### src/raf_pkg.sv
// Shared types and constants for the rolling average filter.
package raf_pkg;

  // Port widths of the payload fields.
  localparam int SAMPLE_W = 12;
  localparam int AVG_W    = 12;

  // Defaults for the top-level parameters.
  localparam int DEF_WINDOW_DEPTH = 16;
  localparam int DEF_SAMPLE_BITS  = 12;

  typedef enum logic [1:0] {
    S_IDLE,
    S_UPDATE,
    S_DIVIDE,
    S_OUT
  } state_t;

  // Commands from the controller to the datapath.
  typedef struct packed {
    logic capture;   // latch sample, read the oldest entry
    logic update;    // retire oldest entry, store sample, seed divider
    logic step;      // one restoring-division step
    logic load_out;  // move quotient into the output register
  } cmd_t;

  // Status from the datapath to the controller.
  typedef struct packed {
    logic last_step; // the current division step is the final one
  } status_t;

endpackage

### src/raf_dp.sv
// Datapath: sample ring, running sum, write position and bit-serial divider.
module raf_dp #(
  parameter int WINDOW_DEPTH = 16,
  parameter int SAMPLE_BITS  = 12
) (
  input  logic                          clk,
  input  logic                          rst,
  input  raf_pkg::cmd_t                 cmd,
  output raf_pkg::status_t              status,
  input  logic [raf_pkg::SAMPLE_W-1:0]  sample,
  output logic [raf_pkg::AVG_W-1:0]     average,
  output logic                          window_full
);
  import raf_pkg::*;

  localparam int PW    = (WINDOW_DEPTH > 1) ? $clog2(WINDOW_DEPTH) : 1;
  localparam int SUM_W = SAMPLE_BITS + PW;
  localparam int DIV_W = $clog2(WINDOW_DEPTH + 1);
  localparam int CNT_W = $clog2(SAMPLE_BITS);

  logic [SAMPLE_BITS-1:0] mem [WINDOW_DEPTH];
  logic [SAMPLE_BITS-1:0] rd_data;
  logic [SAMPLE_BITS-1:0] samp;
  logic [SUM_W-1:0]       running_sum;
  logic [SUM_W-1:0]       running_sum_next;
  logic [PW-1:0]          write_position;
  logic [PW-1:0]          write_position_next;
  logic                   filled_once;
  logic                   wrap;
  logic [DIV_W-1:0]       divisor;
  logic [DIV_W-1:0]       divisor_next;
  logic [DIV_W-1:0]       rem;
  logic [SAMPLE_BITS-1:0] quot;
  logic [CNT_W-1:0]       cnt;
  logic [SAMPLE_BITS-1:0] old_value;
  logic [DIV_W:0]         rem_sh;
  logic [DIV_W:0]         rem_diff;
  logic                   q_bit;

  // An entry is only read before the first wrap if it was never written: it is zero.
  assign old_value = filled_once ? rd_data : '0;

  assign running_sum_next = running_sum - SUM_W'(old_value) + SUM_W'(samp);
  assign wrap             = (write_position == PW'(WINDOW_DEPTH - 1));
  assign write_position_next = wrap ? '0 : write_position + PW'(1);
  assign divisor_next = (filled_once || wrap) ? DIV_W'(WINDOW_DEPTH)
                                              : DIV_W'(write_position) + DIV_W'(1);

  assign rem_sh   = {rem, quot[SAMPLE_BITS-1]};
  assign rem_diff = rem_sh - {1'b0, divisor};
  assign q_bit    = (rem_sh >= {1'b0, divisor});

  assign status.last_step = (cnt == '0);

  always_ff @(posedge clk) begin
    if (cmd.capture) begin
      samp    <= SAMPLE_BITS'(sample);
      rd_data <= mem[write_position];
    end
    if (cmd.update) begin
      mem[write_position] <= samp;
    end
  end

  always_ff @(posedge clk) begin
    if (rst) begin
      running_sum    <= '0;
      write_position <= '0;
      filled_once    <= 1'b0;
    end else if (cmd.update) begin
      running_sum    <= running_sum_next;
      write_position <= write_position_next;
      if (wrap) begin
        filled_once <= 1'b1;
      end
    end
  end

  // Seed the remainder with the sum's high part: it is already below the divisor.
  always_ff @(posedge clk) begin
    if (cmd.update) begin
      divisor <= divisor_next;
      rem     <= DIV_W'(running_sum_next[SUM_W-1:SAMPLE_BITS]);
      quot    <= running_sum_next[SAMPLE_BITS-1:0];
      cnt     <= CNT_W'(SAMPLE_BITS - 1);
    end else if (cmd.step) begin
      rem  <= q_bit ? rem_diff[DIV_W-1:0] : rem_sh[DIV_W-1:0];
      quot <= {quot[SAMPLE_BITS-2:0], q_bit};
      cnt  <= cnt - CNT_W'(1);
    end
  end

  always_ff @(posedge clk) begin
    if (cmd.load_out) begin
      average     <= AVG_W'(quot);
      window_full <= filled_once;
    end
  end

  a_div_nonzero: assert property (@(posedge clk) disable iff (rst)
    cmd.step |-> divisor != '0)
    else $error("divide step with zero divisor");

  a_rem_below: assert property (@(posedge clk) disable iff (rst)
    cmd.step |-> rem < divisor)
    else $error("remainder not below divisor");

endmodule

### src/raf_ctrl.sv
// Controller: sequences capture, update, division and output handoff.
module raf_ctrl (
  input  logic             clk,
  input  logic             rst,
  input  logic             in_valid,
  output logic             in_ready,
  output logic             out_valid,
  input  logic             out_ready,
  output raf_pkg::cmd_t    cmd,
  input  raf_pkg::status_t status
);
  import raf_pkg::*;

  state_t state;
  state_t state_next;
  logic   slot_free;

  assign slot_free = !out_valid || out_ready;

  always_ff @(posedge clk) begin
    if (rst) begin
      state     <= S_IDLE;
      out_valid <= 1'b0;
    end else begin
      state <= state_next;
      if (cmd.load_out) begin
        out_valid <= 1'b1;
      end else if (out_ready) begin
        out_valid <= 1'b0;
      end
    end
  end

  always_comb begin
    state_next = state;
    unique case (state)
      S_IDLE:   if (in_valid) state_next = S_UPDATE;
      S_UPDATE: state_next = S_DIVIDE;
      S_DIVIDE: if (status.last_step) state_next = S_OUT;
      S_OUT:    if (slot_free) state_next = S_IDLE;
      default:  state_next = S_IDLE;
    endcase
  end

  always_comb begin
    in_ready     = 1'b0;
    cmd          = '0;
    unique case (state)
      S_IDLE: begin
        in_ready    = 1'b1;
        cmd.capture = in_valid;
      end
      S_UPDATE: cmd.update = 1'b1;
      S_DIVIDE: cmd.step   = 1'b1;
      S_OUT:    cmd.load_out = slot_free;
      default:  cmd = '0;
    endcase
  end

  a_accept_update: assert property (@(posedge clk) disable iff (rst)
    (in_valid && in_ready) |=> state == S_UPDATE)
    else $error("accepted beat not followed by update");

  a_load_free: assert property (@(posedge clk) disable iff (rst)
    cmd.load_out |-> slot_free)
    else $error("output register overwritten while full");

endmodule

### src/rolling_average_filter_core.sv
// Top level of the rolling average filter: controller plus datapath.
//
//   channel  direction  handshake             payload
//   in       into core  in_valid / in_ready   sample[11:0]
//   out      from core  out_valid / out_ready average[11:0], window_full
//
// Each input beat passes through these steps before the next beat is accepted:
// capture and read the oldest ring entry, update the running sum and ring,
// SAMPLE_BITS restoring-division steps (one quotient bit per cycle), and
// hand the quotient to the output register.
// The output register holds a finished result while the next beat is taken;
// a stalled out_ready only blocks the core once a second result is ready.
// Reset (rst, synchronous) clears the sum, write position and wrap flag; the
// ring itself needs no clearing pass, since before the first wrap every entry
// being retired was never written and is read as zero.
module rolling_average_filter_core #(
  parameter int WINDOW_DEPTH = raf_pkg::DEF_WINDOW_DEPTH,
  parameter int SAMPLE_BITS  = raf_pkg::DEF_SAMPLE_BITS
) (
  input  logic                          clk,
  input  logic                          rst,
  input  logic                          in_valid,
  output logic                          in_ready,
  input  logic [raf_pkg::SAMPLE_W-1:0]  sample,
  output logic                          out_valid,
  input  logic                          out_ready,
  output logic [raf_pkg::AVG_W-1:0]     average,
  output logic                          window_full
);
  import raf_pkg::*;

  cmd_t    cmd;
  status_t status;

  // Sequence the beat through capture, update, divide and output.
  raf_ctrl u_ctrl (
    .clk       (clk),
    .rst       (rst),
    .in_valid  (in_valid),
    .in_ready  (in_ready),
    .out_valid (out_valid),
    .out_ready (out_ready),
    .cmd       (cmd),
    .status    (status)
  );

  // Hold the ring, running sum and the serial divider.
  raf_dp #(
    .WINDOW_DEPTH (WINDOW_DEPTH),
    .SAMPLE_BITS  (SAMPLE_BITS)
  ) u_dp (
    .clk         (clk),
    .rst         (rst),
    .cmd         (cmd),
    .status      (status),
    .sample      (sample),
    .average     (average),
    .window_full (window_full)
  );

endmodule
### config.mk
export PLATFORM = sky130hd
export DESIGN_NAME = rolling_average_filter_core
export DESIGN_NICKNAME = d
export VERILOG_FILES = /design/src/raf_pkg.sv /design/src/raf_dp.sv /design/src/raf_ctrl.sv /design/src/rolling_average_filter_core.sv
export SDC_FILE = /design/constraint.sdc
export NUM_CORES = 1
export LEC_CHECK = 0
export ABC_AREA = 1
export BUFFER_PORTS_ARGS = -buffer_cell sky130_fd_sc_hd__buf_2
export CAP_MARGIN = 20
export CORE_ASPECT_RATIO = 0.6
export CORE_MARGIN = 2
export CORE_UTILIZATION = 56
export CTS_CLUSTER_SIZE = 28
export DETAILED_ROUTE_END_ITERATION = 7
export HOLD_SLACK_MARGIN = 0.15
export PLACE_DENSITY = 0.82
export SKIP_LAST_GASP = 1
export SLEW_MARGIN = 20
export SYNTH_ARGS = -nofsm -noshare
export SYNTH_HDL_FRONTEND = slang
export SYNTH_SLANG_ARGS = --single-unit
### constraint.sdc
create_clock -name clk -period 2.7 [get_ports clk]
set_clock_uncertainty 0.1 [all_clocks]
set_input_delay 0.27 -clock clk [delete_from_list [all_inputs] [get_ports clk]]
set_output_delay 0.27 -clock clk [all_outputs]
set_load 0.005 [all_outputs]
==> results summary, run 1 <==
The number of DRC violations after detailed routing came out at 0. The average footprint of a synthesized cell is 11.2 um2. The total routed wirelength came out at 30.3 mm. The cell sitting at the root of the clock tree is a sky130_fd_sc_hd__clkbuf_16. The count of buffering cells on the critical path with inverters included is 2. The detailed-route via count came out at 8544. Entering global routing, the biggest net connects 68 pins. The number of global-route vias before repair came out at 8227. The top cell type by area accounts for 61.3% of the synthesized area. The flow ran to the end, and the final reports show no timing, DRC or antenna violations.

In this run the tool buffered the top-level ports with 30 buffer cells. The worst path required time came out at 2.88 ns. The total power is 14900 uW. Summing the sequential cell areas from Yosys gives 66.0% of the chip area.

The post-layout instance count excluding filler cells came out at 1470. The repair_antennas step left the layout with diodes totalling 0. The detail route stage leaves a number of antenna-violating nets equal to 0. The library cell appearing most often on the critical path is sky130_fd_sc_hd__nand2_1.

VDD sags by at most 0.000873 V. In the layout the commonest cells are sky130_fd_sc_hd__edfxtp_1 (250), sky130_fd_sc_hd__nand2_1 (191), sky130_fd_sc_hd__nor2_1 (141). The clock latency of the later-clocked register in the worst-skew pair is 0.54 ns.

The worst hold path cell count is 5. The HPWL after detailed placement came out at 20.2 mm. The initial antenna violation count was 0. The total clock sinks is 279. The horizontal die dimension is 195 um. The initial core utilization is 57.7%. Along the worst path, the maximum fanout reaches 4. Using the TritonRoute via totals, the vias-per-cell ratio works out to 5.81.

The total setup violations reported at the end of the flow is 0. The total power divided by cell area is 1080 nW/um2. For this design, the slowest cell found on the critical path is sky130_fd_sc_hd__edfxtp_1.

The number of enable-type register cells in the synthesized netlist came out at 250. In the post-synthesis netlist, the biggest area contributors are sky130_fd_sc_hd__edfxtp_1 (61%), sky130_fd_sc_hd__nand2_1 (5.9%), sky130_fd_sc_hd__dfxtp_1 (4.7%). The area of the die is 23100 um2. The routed wire length per instance came out at 20.6 um.

CTS built an H-tree with a depth of 1. Setup repair after global routing could not meet its margin everywhere. The first global-routing pass estimated 46.4 mm of wire. The actual transition at the worst max-transition pin is 0.771 ns. In this run the deepest clock path goes through 3 buffers. The number of max-cap violations is 0. The number of register bits inferred by synthesis is 279. STA classifies the critical path endpoint as a flop. The count of pins over their slew limit is 0. The final hold violation count is 0. At the worst endpoint, the arrival time is 2.80 ns. The violation count after the first detailed-route iteration is 1201.

The tightest min-delay check is of the primary input to flop type. The summed instance area of the synthesized netlist came out at 12300 um2. The synthesis-to-layout area growth is 12.8%.

The final layout net count came out at 1231. The category of the worst setup path launch point is a flop. Across all hold checks on the routed design, the worst slack comes to 0.261 ns. The relative slew slack came out at 48.6%.

The most common library cell in the layout ignoring fill and taps is sky130_fd_sc_hd__edfxtp_1. The total track usage is 26.6%. The reported net switching power came out at 5680 uW. The peak per-stage delay on the critical path is 0.49 ns. The clock transition at the register clock pins on the worst setup and hold paths after CTS is 0.07 ns. After synthesis, the netlist uses 40 different library cells. The maximum clock frequency is 382 MHz. The proportion of synthesized flip-flops having asynchronous set or reset came out at 0%.

The fraction of layout cells with a size suffix above 1 came out at 12.3%. The number of instances in the synthesized netlist came out at 1096. The worst-case reg-to-reg path depth came out at 13. The CTS tree is built.

The internal power component is 9220 uW. In the post-route analysis, the smallest setup slack over all paths is 0.0807 ns. The critical path goes through inv_1 -> ha_1 -> inv_1 -> ha_1 -> fa_2 -> nand2_1 -> nand2_1 -> nand3_1 -> nand2_2 -> nand2_1 -> nand3b_1 -> nand3_1 -> nand2_1. For this run, the leading register cell type out of synthesis is sky130_fd_sc_hd__edfxtp_1.

The summed negative setup slack over all endpoints is 0 ns. The critical setup path kind is flop to flop. The share of total power in the clock network is 22.5%. The detailed-router iteration count before antenna repair came out at 6. The worst-case setup slack after placement came out at -0.0461 ns. Pin placement for this block handled 31 I/O pins. The yosys synthesis warning count came out at 0. In this run the static leakage power is 0.00537 uW. The number of placed cells counting well taps came out at 1407. The post-synth net total is 1155. Summed over all instances, the cell type with the most area after synthesis is sky130_fd_sc_hd__edfxtp_1. The area inside the core boundary came out at 21200 um2. The vertical die dimension came out at 119 um. The sequential share of power came out at 39.7%. Grouping stages by cell kind, the critical path spends the most delay in adder cells.

The final cycle utilization of the critical path is 97.0%. The switching share of power came out at 38.1%. Per report_power, the combinational group accounts for 37.8% of the total. The total number of placement rows came out at 41.

The number of clock buffers inserted by TritonCTS is 25. The final critical delay including setup and external delays is 2.62 ns. The cell depth of the worst setup path is 13. Routability-driven placement finished with a final weighted congestion of 0.940. The global-route congestion overflow total is 0.
state kept, by name, indices dropped and copies added, names as in the netlist:
signal / count
u_dp.filled_once: 1
u_dp.running_sum: 16
u_dp.samp: 12
u_ctrl.out_valid: 1
u_dp.average: 12
u_dp.cnt: 4
u_dp.rem: 5
u_dp.window_full: 1
u_dp.mem: 192
u_dp.divisor: 5
u_dp.quot: 12
u_ctrl.state: 2
u_dp.rd_data: 12
u_dp.write_position: 4
final timing paths:
path / end / startpoint / slack (ns)
worst max-delay path: u_dp.quot[10] / u_dp.samp[0] / 0.08
worst min-delay path: u_ctrl.state[1] / in_valid / 0.26
worst max register to register: u_dp.quot[10] / u_dp.samp[0] / 0.08
worst min register to register: u_dp.average[1] / u_dp.quot[1] / 0.35
cell families after synthesis:
group	Yosys count	synth area share, %
AO/OA/AOI/OAI	207	9.17
adder cells (fa/ha/maj)	43	5.19
AND/OR/NAND/NOR	389	13.2
XOR/XNOR	7	0.500
flip-flops	279	66.0
buffers and inverters	171	5.88
through the flow:
stage / instance area, um2 / utilization [%]
after floorplan: 12300 / -
after global placement: 12900 / 60.7
after detailed placement: 12900 / 60.7
after CTS: 13800 / 64.9
after global routing: 13800 / 65.1
final: 13800 / 65.1
layout make-up:
cell class | instances | area [um2]
Sequential cell | 279 | 8090
Fill cell | 1572 | 7410
Multi-Input combinational cell | 646 | 3460
Clock buffer | 38 | 704
Timing Repair Buffer | 94 | 693
Inverter | 126 | 475
Tap cell | 279 | 349
Clock inverter | 8 | 50.0
power by group through the flow:
stage          clock network (uW)  registers, uW  logic (uW)
5_1_grt                      3550           5970        6280
6_report                     3350           5920        5640
3_3_place_gp                    0           5980        5150
4_1_cts                      3380           5910        5450
3_5_place_dp                    0           5990        5390
2_1_floorplan                   0           5950        3830
synthesized netlist by cell type (3+ instances only):
| cell | instances |
|---|---|
| sky130_fd_sc_hd__dfxtp_1 | 29 |
| sky130_fd_sc_hd__buf_2 | 20 |
| sky130_fd_sc_hd__edfxtp_1 | 250 |
| sky130_fd_sc_hd__nor3_2 | 4 |
| sky130_fd_sc_hd__nand4_1 | 14 |
| sky130_fd_sc_hd__nand2_1 | 191 |
| sky130_fd_sc_hd__o22ai_1 | 48 |
| sky130_fd_sc_hd__fa_1 | 13 |
| sky130_fd_sc_hd__inv_1 | 123 |
| sky130_fd_sc_hd__nand2_2 | 8 |
| sky130_fd_sc_hd__ha_1 | 30 |
| sky130_fd_sc_hd__nand3_1 | 18 |
| sky130_fd_sc_hd__o21ai_0 | 100 |
| sky130_fd_sc_hd__a21oi_1 | 37 |
| sky130_fd_sc_hd__nor2_1 | 141 |
| sky130_fd_sc_hd__clkbuf_2 | 5 |
| sky130_fd_sc_hd__o21ai_1 | 13 |
| sky130_fd_sc_hd__nand3_2 | 5 |
| sky130_fd_sc_hd__buf_6 | 5 |
| sky130_fd_sc_hd__nand3b_1 | 3 |
| sky130_fd_sc_hd__clkbuf_1 | 12 |
| sky130_fd_sc_hd__xor2_1 | 5 |
routing by layer:
layer / share of wire [%] / GRT usage [%] / routed length (um)
met1: 43 / 40.5 / 12900
met2: 42 / 38.1 / 12900
met3: 13 / 7.45 / 3980
met4: 1.7 / 5.53 / 529
met5: 0 / 0 / 0
tightest hold or removal path, delay by kind of cell:
| family | cells | cell delay [ns] |
|---|---|---|
| buffers and inverters | 1 | 0.10 |
| AND/OR/NAND/NOR | 2 | 0.17 |
| AO/OA/AOI/OAI | 2 | 0.30 |
timing repair:
item	in CTS	in global routing
hold buffers	15	0
resized for setup	2	6
endpoints found under the setup margin	5	10
buffers inserted	0	2
pin swaps	0	1
endpoints found under the hold margin	33	0
Note: power is estimated with default switching activity, not from simulation.
==> inputs of run 2 (changes only) <==
Settings changed: ABC_AREA 1 to not set, CTS_BUF_LIST set to sky130_fd_sc_hd__clkbuf_16.
==> run 2 against run 1 <==
  * The flow now finishes with violations (setup timing)
  * Worst hold slack worse by 0.058 ns
  * Maximum frequency is 11% lower
  * Non-clock buffer count is 36 higher
  * Critical endpoint unchanged
  * Largest power group is now combinational logic
==> results summary, run 2 <==
The reported net switching power came out at 5400 uW (-4.9%). The CTS tree is built. The maximum clock frequency is 340 MHz (-11%). The initial antenna violation count came out at 0 (unchanged). The commonest register cell after synthesis is sky130_fd_sc_hd__edfxtp_1. The register with the most flip-flops in the final layout is u_dp.mem. In the layout the commonest cells are sky130_fd_sc_hd__edfxtp_1 (250), sky130_fd_sc_hd__inv_1 (82), sky130_fd_sc_hd__buf_4 (76). The dominant cell type by area after synthesis is sky130_fd_sc_hd__edfxtp_1. The number of max-cap violations was 0 (unchanged). The HPWL after detailed placement came out at 17.8 mm (-12%).

The final hold violation count is 0 (unchanged). The placement-stage cell area is 13200 um2 (+2.2%). The flow ran to the end, but the final reports show violations. The fraction of layout cells with a size suffix above 1 is 27.2% (+15 points).

The number of instances in the synthesized netlist was 742 (-32%). The share of synthesized area occupied by flip-flops and latches came to 66.3% (+0.29 points). The total routed wirelength is 27.8 mm (-8.5%).

The number of enable-type register cells in the synthesized netlist is 250 (unchanged). The relative slew slack is 42.6% (-6.0 points). The area of the die is 23000 um2 (-0.43%). The global-route congestion overflow total came out at 0 (unchanged). The total track usage is 23.9% (-2.6 points). The final layout net count is 929 (-25%). The number of buffers inserted by port buffering is 30 (unchanged). The actual transition at the worst max-transition pin is 0.861 ns (+0.0901 ns). The initial core utilization came to 57.6% (-0.11 points). The summed instance area of the synthesized netlist came out at 12200 um2 (-0.44%). The share of total power in the clock network is 21.1% (-1.4 points).

The sequential share of power is 37.3% (-2.4 points). The cell with the most instances after synthesis is sky130_fd_sc_hd__edfxtp_1. The combinational share of power is 41.5% (+3.7 points). In this run the clock root is driven by a sky130_fd_sc_hd__clkbuf_16. The violation count after the first detailed-route iteration came out at 700 (-42%).

The area inside the core boundary was 21200 um2 (-0.24%). The clock transition at the register clock pins on the worst setup and hold paths after CTS is 0.07 ns (about the same). The total power divided by cell area is 1090 nW/um2 (+1.1%).

The final cycle utilization of the critical path is 109% (+12 points). The global placer's final weighted congestion is 0.902 (-4.0%). The worst setup path is captured at a flop. The internal power component is 10400 uW (+13%).

The worst path arrival time was 3.12 ns (+0.32 ns). The total clock sinks came out at 279 (unchanged). The yosys synthesis warning count is 0 (unchanged).

The worst setup path is launched from a flop. The pin count of the biggest net entering global routing is 57 (-16%). The per-cell via count in the routed design is 5.95 (+2.4%). The total number of placement rows came out at 41 (unchanged).

The post-detailed-route count of antenna-violating nets came out at 0 (unchanged). The routed wire length per instance came out at 23.8 um (+15%). The storage element area is 8090 um2 (about the same). The critical path in this run is classified as flop to flop. The worst hold path cell count is 5 (unchanged). The total power is 15800 uW (+6.2%). The class of the most critical hold timing path is primary input to flop.

The proportion of synthesized flip-flops having asynchronous set or reset is 0% (unchanged). The library cell used most frequently in the layout, excluding fill and tap cells, is sky130_fd_sc_hd__edfxtp_1. The final critical delay including setup and external delays is 2.95 ns (+0.326 ns).

The area share of the largest cell type after synthesis is 61.6% (+0.27 points). The total setup violations reported at the end of the flow came to 21 (+21). The post-route cell area came to 14500 um2 (+5.0%). The number of global-route vias before repair came to 6885 (-16%).

The diode insertion count for antenna repair is 0 (unchanged). Setup repair after global routing could not meet its margin everywhere. The reported leakage power came out at 0.00526 uW (-2.1%). The switching share of power came out at 34.2% (-4.0 points). In the final layout, the registers with the most flip-flops are u_dp.mem: 192 flops, u_dp.running_sum: 16 flops.

The area of combinational cells with multiple inputs is 4020 um2 (+16%). The number of fill cells came out at 1335 (-15%). The number of DRC violations after detailed routing is 0 (unchanged). The average footprint of a synthesized cell was 16.4 um2 (+47%). The final worst setup slack came out at -0.245 ns (-0.326 ns).

The largest driver fanout on the critical path is 3 (-1). The worst-case reg-to-reg path depth came to 10 (-3). The clock latency of the later-clocked register in the worst-skew pair is 0.54 ns (about the same).

The post-synth net total came to 801 (-31%). Sorting the synthesized cells by area gives the leading types as sky130_fd_sc_hd__edfxtp_1 (62%), sky130_fd_sc_hd__mux4_1 (7.8%), sky130_fd_sc_hd__dfxtp_1 (4.8%). The number of register bits inferred by synthesis came out at 279 (unchanged). The H-tree depth reported by CTS came out at 1 (unchanged). The vertical die dimension is 118 um (-0.21%).

The detailed-router iteration count before antenna repair came to 6 (unchanged). The final reports fail on setup timing. The horizontal die dimension came out at 195 um (-0.22%). The number of clock buffers inserted by TritonCTS is 25 (unchanged). The first-pass GRT wire length is 40.7 mm (-12%). The summed negative setup slack over all endpoints was -2.69 ns (-2.69 ns). The maximum buffer depth of the clock tree is 3 (unchanged). The count of pins over their slew limit is 0 (unchanged). The number of distinct standard cells referenced by the synthesized netlist is 56 (+40%). The detailed-route via count is 6949 (-19%).

Counting instances in the post-synthesis netlist gives the leading cell types as sky130_fd_sc_hd__edfxtp_1 (250), sky130_fd_sc_hd__inv_1 (80), sky130_fd_sc_hd__mux4_1 (36). The I/O pin count is 31 (unchanged). The number of flip-flops in the largest register is 192 (unchanged). The synthesis-to-layout area growth came out at 19.1%. The worst supply voltage drop on vdd is 0.000763 V (-13%). The worst path required time is 2.87 ns (about the same).
==> run 2: cell count changes after synthesis, moves of 10 or more <==
cell / delta
sky130_fd_sc_hd__a21oi_1: -10
sky130_fd_sc_hd__and2_1: +30
sky130_fd_sc_hd__buf_2: -18
sky130_fd_sc_hd__inv_1: -43
sky130_fd_sc_hd__mux4_1: +36
sky130_fd_sc_hd__mux4_2: +24
sky130_fd_sc_hd__nand2_1: -162
sky130_fd_sc_hd__nand2b_1: +19
sky130_fd_sc_hd__nand4_1: -13
sky130_fd_sc_hd__nor2_1: -112
sky130_fd_sc_hd__o21ai_0: -74
sky130_fd_sc_hd__o21ai_1: -10
sky130_fd_sc_hd__o22ai_1: -48
sky130_fd_sc_hd__xnor2_1: +10
==> run 2: worst paths after layout <==
path / endpoint / slack (ns) / from
setup / recovery: u_dp.quot[10] / -0.25 / u_dp.rd_data[1]
setup reg to reg: u_dp.quot[10] / -0.25 / u_dp.rd_data[1]
hold reg to reg: u_dp.average[3] / 0.35 / u_dp.quot[3]
hold / removal: u_ctrl.state[0] / 0.20 / in_valid
==> run 2: stage by stage <==
step	util (%)	hold slack, ns	instances	setup slack (ns)
2_1_floorplan	-	0.269	742	-0.0379
3_5_place_dp	62.2	0.335	1090	-0.278
6_report	68.5	0.202	1168	-0.245
4_1_cts	67.4	0.182	1162	-0.153
5_1_grt	68.5	0.219	1168	-0.320
3_3_place_gp	62.2	0.335	1090	-0.168
==> run 2: area by class of cell <==
type	instances	share of cell area [%]
clock buffer	25	4.31
clock inverter	21	0.879
inverter	80	2.07
multi-input combinational	354	27.7
sequential	279	55.7
tap	279	2.40
timing repair buffer	130	6.94
==> run 2: power groups by stage <==
stage	sequential [uW]	clock, uW	combinational, uW
detailed placement	5980	0	5160
floorplan	5880	0	3580
CTS	5890	3380	5700
global route	5940	3540	7030
finish	5910	3340	6570
global placement	5950	0	5000
==> run 2: kinds of logic after synthesis <==
group,Yosys count,share of synthesized area (%)
and+or+nand+nor,134,5.66
adders and majority gates,43,5.21
buffers and inverters,109,3.78
AOI/OAI and AO/OA,90,4.66
DFF,279,66.3
xor gates and xnor gates,17,1.33
muxes,70,13.0
==> run 2: metal layers <==
metal | wire length [um] | share of wire, % | global-route usage [%]
met1 | 12100 | 44 | 36.1
met2 | 12600 | 45 | 36.2
met3 | 2490 | 9.0 | 5.17
met4 | 595 | 2.1 | 5.43
met5 | 0 | 0 | 0
==> run 2: worst max-delay path, cell delays in order (launching register included) <==
cell and delay [ns]:
sky130_fd_sc_hd__edfxtp_1 0.38, sky130_fd_sc_hd__and2_4 0.17, sky130_fd_sc_hd__fa_1 0.51, sky130_fd_sc_hd__inv_2 0.06
sky130_fd_sc_hd__fa_2 0.39, sky130_fd_sc_hd__a211oi_4 0.28, sky130_fd_sc_hd__o21bai_1 0.13, sky130_fd_sc_hd__a21o_1 0.19
sky130_fd_sc_hd__a211o_1 0.27, sky130_fd_sc_hd__nand4_1 0.11, sky130_fd_sc_hd__o21ai_1 0.08
==> run 2: what timing repair did <==
action / 4_1_cts / 5_1_grt
endpoints found under the hold margin: 24 / 0
pin swaps: 22 / 23
hold buffers: 15 / 0
gates resized for setup: 38 / 38
buffers inserted: 11 / 6
setup endpoints to repair: 19 / 24
==> inputs of run 3 (changes only) <==
Settings changed: GPL_TIMING_DRIVEN set to 0.
==> run 3 against run 2 <==
  * The run still ends with setup timing left
  * Die area did not move
  * Power fell by 1.3%
  * Clock power rose by 4%
  * Wire length rose by 6.0%
  * Sequential share of layout area rose by 0.94 points
  * Critical path depth rose by 1
  * Sequential power fell by 0.8%
  * First-iteration DRC count rose by 37%
  * Core utilization fell by 1.2 points
  * Cell count fell by 2.3%
  * Largest power group unchanged
==> results summary, run 3 (synthesis results as in run 2) <==
The number of DRC violations after detailed routing came out at 0 (unchanged). The I/O pin count is 31 (unchanged). The total track usage is 25.6% (+1.7 points). The area inside the core boundary is 21200 um2 (unchanged). The reported leakage power is 0.00508 uW (-3.4%). The HPWL after detailed placement is 17.7 mm (-0.90%). The number of clock buffers inserted by TritonCTS came to 26 (+4.0%). The met3 usage in global routing is 7.91% (+2.7 points). The register with the most flip-flops in the final layout is u_dp.mem. The final critical delay including setup and external delays came out at 3.00 ns (+0.0585 ns).

The routed wire length per instance is 25.8 um (+8.6%). The worst register-to-register path begins at u_dp.filled_once. The endpoint of the worst hold-timing path is u_dp.average[10].

The maximum clock frequency is 333 MHz (-1.9%). The post-detailed-route count of antenna-violating nets is 0 (unchanged). The worst path required time came out at 2.88 ns (about the same). The number of max-cap violations came out at 0 (unchanged). The worst reg2reg path endpoint is u_dp.rem[2]. TritonCTS built the clock tree. The flow ran to the end, but the final reports show violations. The worst path arrival time was 3.18 ns (+0.06 ns). STA classifies the critical path startpoint as a flop. The total setup violations reported at the end of the flow came to 21 (unchanged). The area of the die came out at 23000 um2 (unchanged). The H-tree depth reported by CTS is 1 (unchanged). The met1 layer usage reported by global route came to 39.4% (+3.3 points).

The number of flip-flops in the largest register came out at 192 (unchanged). The final cycle utilization of the critical path is 111% (+2.2 points). The worst setup path is captured at a flop. The final worst setup slack was -0.304 ns (-0.0585 ns).

The initial antenna violation count is 1 (+1). The synthesis-to-layout area growth is 17.1%. The actual transition at the worst max-transition pin came out at 0.942 ns (+0.0808 ns).

In the final layout, the registers with the most flip-flops are u_dp.mem: 192 flops, u_dp.running_sum: 16 flops. The pin count of the biggest net entering global routing is 25 (-56%). The final hold violation count came out at 0 (unchanged).

The worst hold path cell count is 0 (-5). The met2 track demand over resource in global routing is 36.6% (+0.45 points). The clock latency of the later-clocked register in the worst-skew pair was 0.54 ns (about the same). The tree is rooted in a sky130_fd_sc_hd__clkbuf_16. In this run the most critical hold path is launched from u_dp.quot[10]. The detailed-router iteration count before antenna repair came out at 5 (-1). The number of global-route vias before repair came to 6905 (+0.29%). In this run the most used layer during global routing was met1. The largest driver fanout on the critical path is 7 (+4).

The post-route cell area is 14300 um2 (-1.7%). The total number of placement rows is 41 (unchanged). The horizontal die dimension came out at 195 um (unchanged). The vertical die dimension came out at 118 um (unchanged). The final reports fail on setup timing.

The global-route congestion overflow total is 0 (unchanged). The violation count after the first detailed-route iteration was 959 (+37%). The worst setup path is of the flop to flop kind. The global placer's final weighted congestion is 0.897 (-0.62%). The number of fill cells was 1374 (+2.9%). The worst setup slack for register-to-register paths is -0.30 ns (-0.06 ns). The clock transition at the register clock pins on the worst setup and hold paths after CTS is 0.07 ns (about the same).

Setup repair after global routing could not meet its margin everywhere. The initial core utilization came to 57.6% (unchanged). The maximum buffer depth of the clock tree came out at 3 (unchanged).

The number of buffers inserted by port buffering came out at 29 (-3.3%). The total power was 15600 uW (-1.3%). The placement-stage cell area came out at 12800 um2 (-2.9%). The summed negative setup slack over all endpoints is -4.17 ns (-1.48 ns). The final layout net count came out at 901 (-3.0%).

The worst hold slack after final layout was 0.349 ns (+0.147 ns). The diode insertion count for antenna repair is 0 (unchanged). The fraction of layout cells with a size suffix above 1 was 25.1% (-2.2 points).

The library cell used most frequently in the layout, excluding fill and tap cells, is sky130_fd_sc_hd__edfxtp_1. The first-pass GRT wire length is 43.0 mm (+5.7%). The relative slew slack came to 37.2% (-5.4 points).

The total clock sinks is 279 (unchanged). The worst supply voltage drop on vdd came out at 0.000526 V (-31%). The total power divided by cell area came out at 1090 nW/um2 (+0.43%). In the layout the commonest cells are sky130_fd_sc_hd__edfxtp_1 (250), sky130_fd_sc_hd__inv_1 (80), sky130_fd_sc_hd__mux4_1 (36). The detailed-route via count came out at 7128 (+2.6%). The worst-case reg-to-reg path depth came out at 11 (+1). The total routed wirelength came out at 29.4 mm (+6.0%). In this run the worst hold path is classified as flop to flop. The per-cell via count in the routed design came to 6.25 (+5.0%).

The count of pins over their slew limit came out at 0 (unchanged).
==> run 3: cell types whose count changed in the layout (fill, tap and decap cells not counted), moves of 3 or more <==
cell and delta:
sky130_fd_sc_hd__a21oi_2 -3, sky130_fd_sc_hd__buf_12 -3, sky130_fd_sc_hd__buf_6 +4, sky130_fd_sc_hd__clkbuf_1 +11, sky130_fd_sc_hd__and2_4 +4, sky130_fd_sc_hd__clkbuf_2 +7, sky130_fd_sc_hd__buf_4 -52, sky130_fd_sc_hd__and2_2 +13
sky130_fd_sc_hd__and2_1 -17
==> run 3: worst max-delay path by stage <==
stage          slack, ns            end             start  cells past startpoint
2_1_floorplan      -0.04  u_dp.quot[10]      u_dp.samp[1]                     10
3_3_place_gp       -0.68    u_dp.rem[2]      u_dp.samp[1]                     10
3_5_place_dp       -0.74    u_dp.rem[2]      u_dp.samp[1]                     10
4_1_cts            -0.26    u_dp.rem[2]   u_dp.rd_data[1]                     10
5_1_grt            -0.37    u_dp.rem[2]  u_dp.filled_once                     11
6_report           -0.30    u_dp.rem[2]  u_dp.filled_once                     11
==> run 3: routing by layer <==
layer | part of all wire, % | vias up
li1 | - | 3012
met1 | 42 | 3606
met2 | 43 | 452
met3 | 13 | 58
met4 | 1.7 | 0
met5 | 0 | -
==> run 3: final cells by class <==
cell class                      count  area [um2]  share of cell area, %
Sequential cell                   279        8090                   56.7
Clock inverter                     21         128                  0.894
Multi-Input combinational cell    354        4020                   28.1
Tap cell                          279         349                   2.45
Buffer                             28         175                   1.23
Clock buffer                       27         676                   4.73
Inverter                           80         300                   2.10
Timing Repair Buffer               73         541                   3.79
==> run 3: power breakdown <==
| group | internal [uW] | leakage, uW | switching, uW |
|---|---|---|---|
| Combinational | 2750 | 0.00216 | 3510 |
| Sequential | 5570 | 0.00251 | 293 |
| Clock | 1910 | 0.000413 | 1580 |
| Total | 10200 | 0.00508 | 5390 |
==> run 3: stage by stage <==
| step | utilization (%) | setup WS, ns | std cells |
|---|---|---|---|
| floorplan | - | -0.0379 | 742 |
| global placement | 60.3 | -0.680 | 1050 |
| detailed placement | 60.4 | -0.742 | 1051 |
| CTS | 66.9 | -0.259 | 1138 |
| global route | 67.4 | -0.369 | 1141 |
| finish | 67.4 | -0.304 | 1141 |
==> run 3: critical path, cell delays in order, from the launching register on <==
cell,delay (ns)
sky130_fd_sc_hd__dfxtp_4,0.38
sky130_fd_sc_hd__clkbuf_8,0.16
sky130_fd_sc_hd__and2_1,0.15
sky130_fd_sc_hd__fa_1,0.51
sky130_fd_sc_hd__inv_1,0.09
sky130_fd_sc_hd__ha_4,0.28
sky130_fd_sc_hd__a21oi_4,0.22
sky130_fd_sc_hd__o21ai_2,0.13
sky130_fd_sc_hd__a221oi_2,0.34
sky130_fd_sc_hd__o21ai_4,0.12
sky130_fd_sc_hd__xnor2_2,0.19
sky130_fd_sc_hd__mux2i_1,0.10
==> run 3: repair_timing <==
item,in CTS,in global routing
resized for setup,76,26
endpoints found under the setup margin,234,127
pin swaps,31,20
hold buffers,15,0
setup buffers,24,4
gates cloned,1,0
hold endpoints to repair,18,0
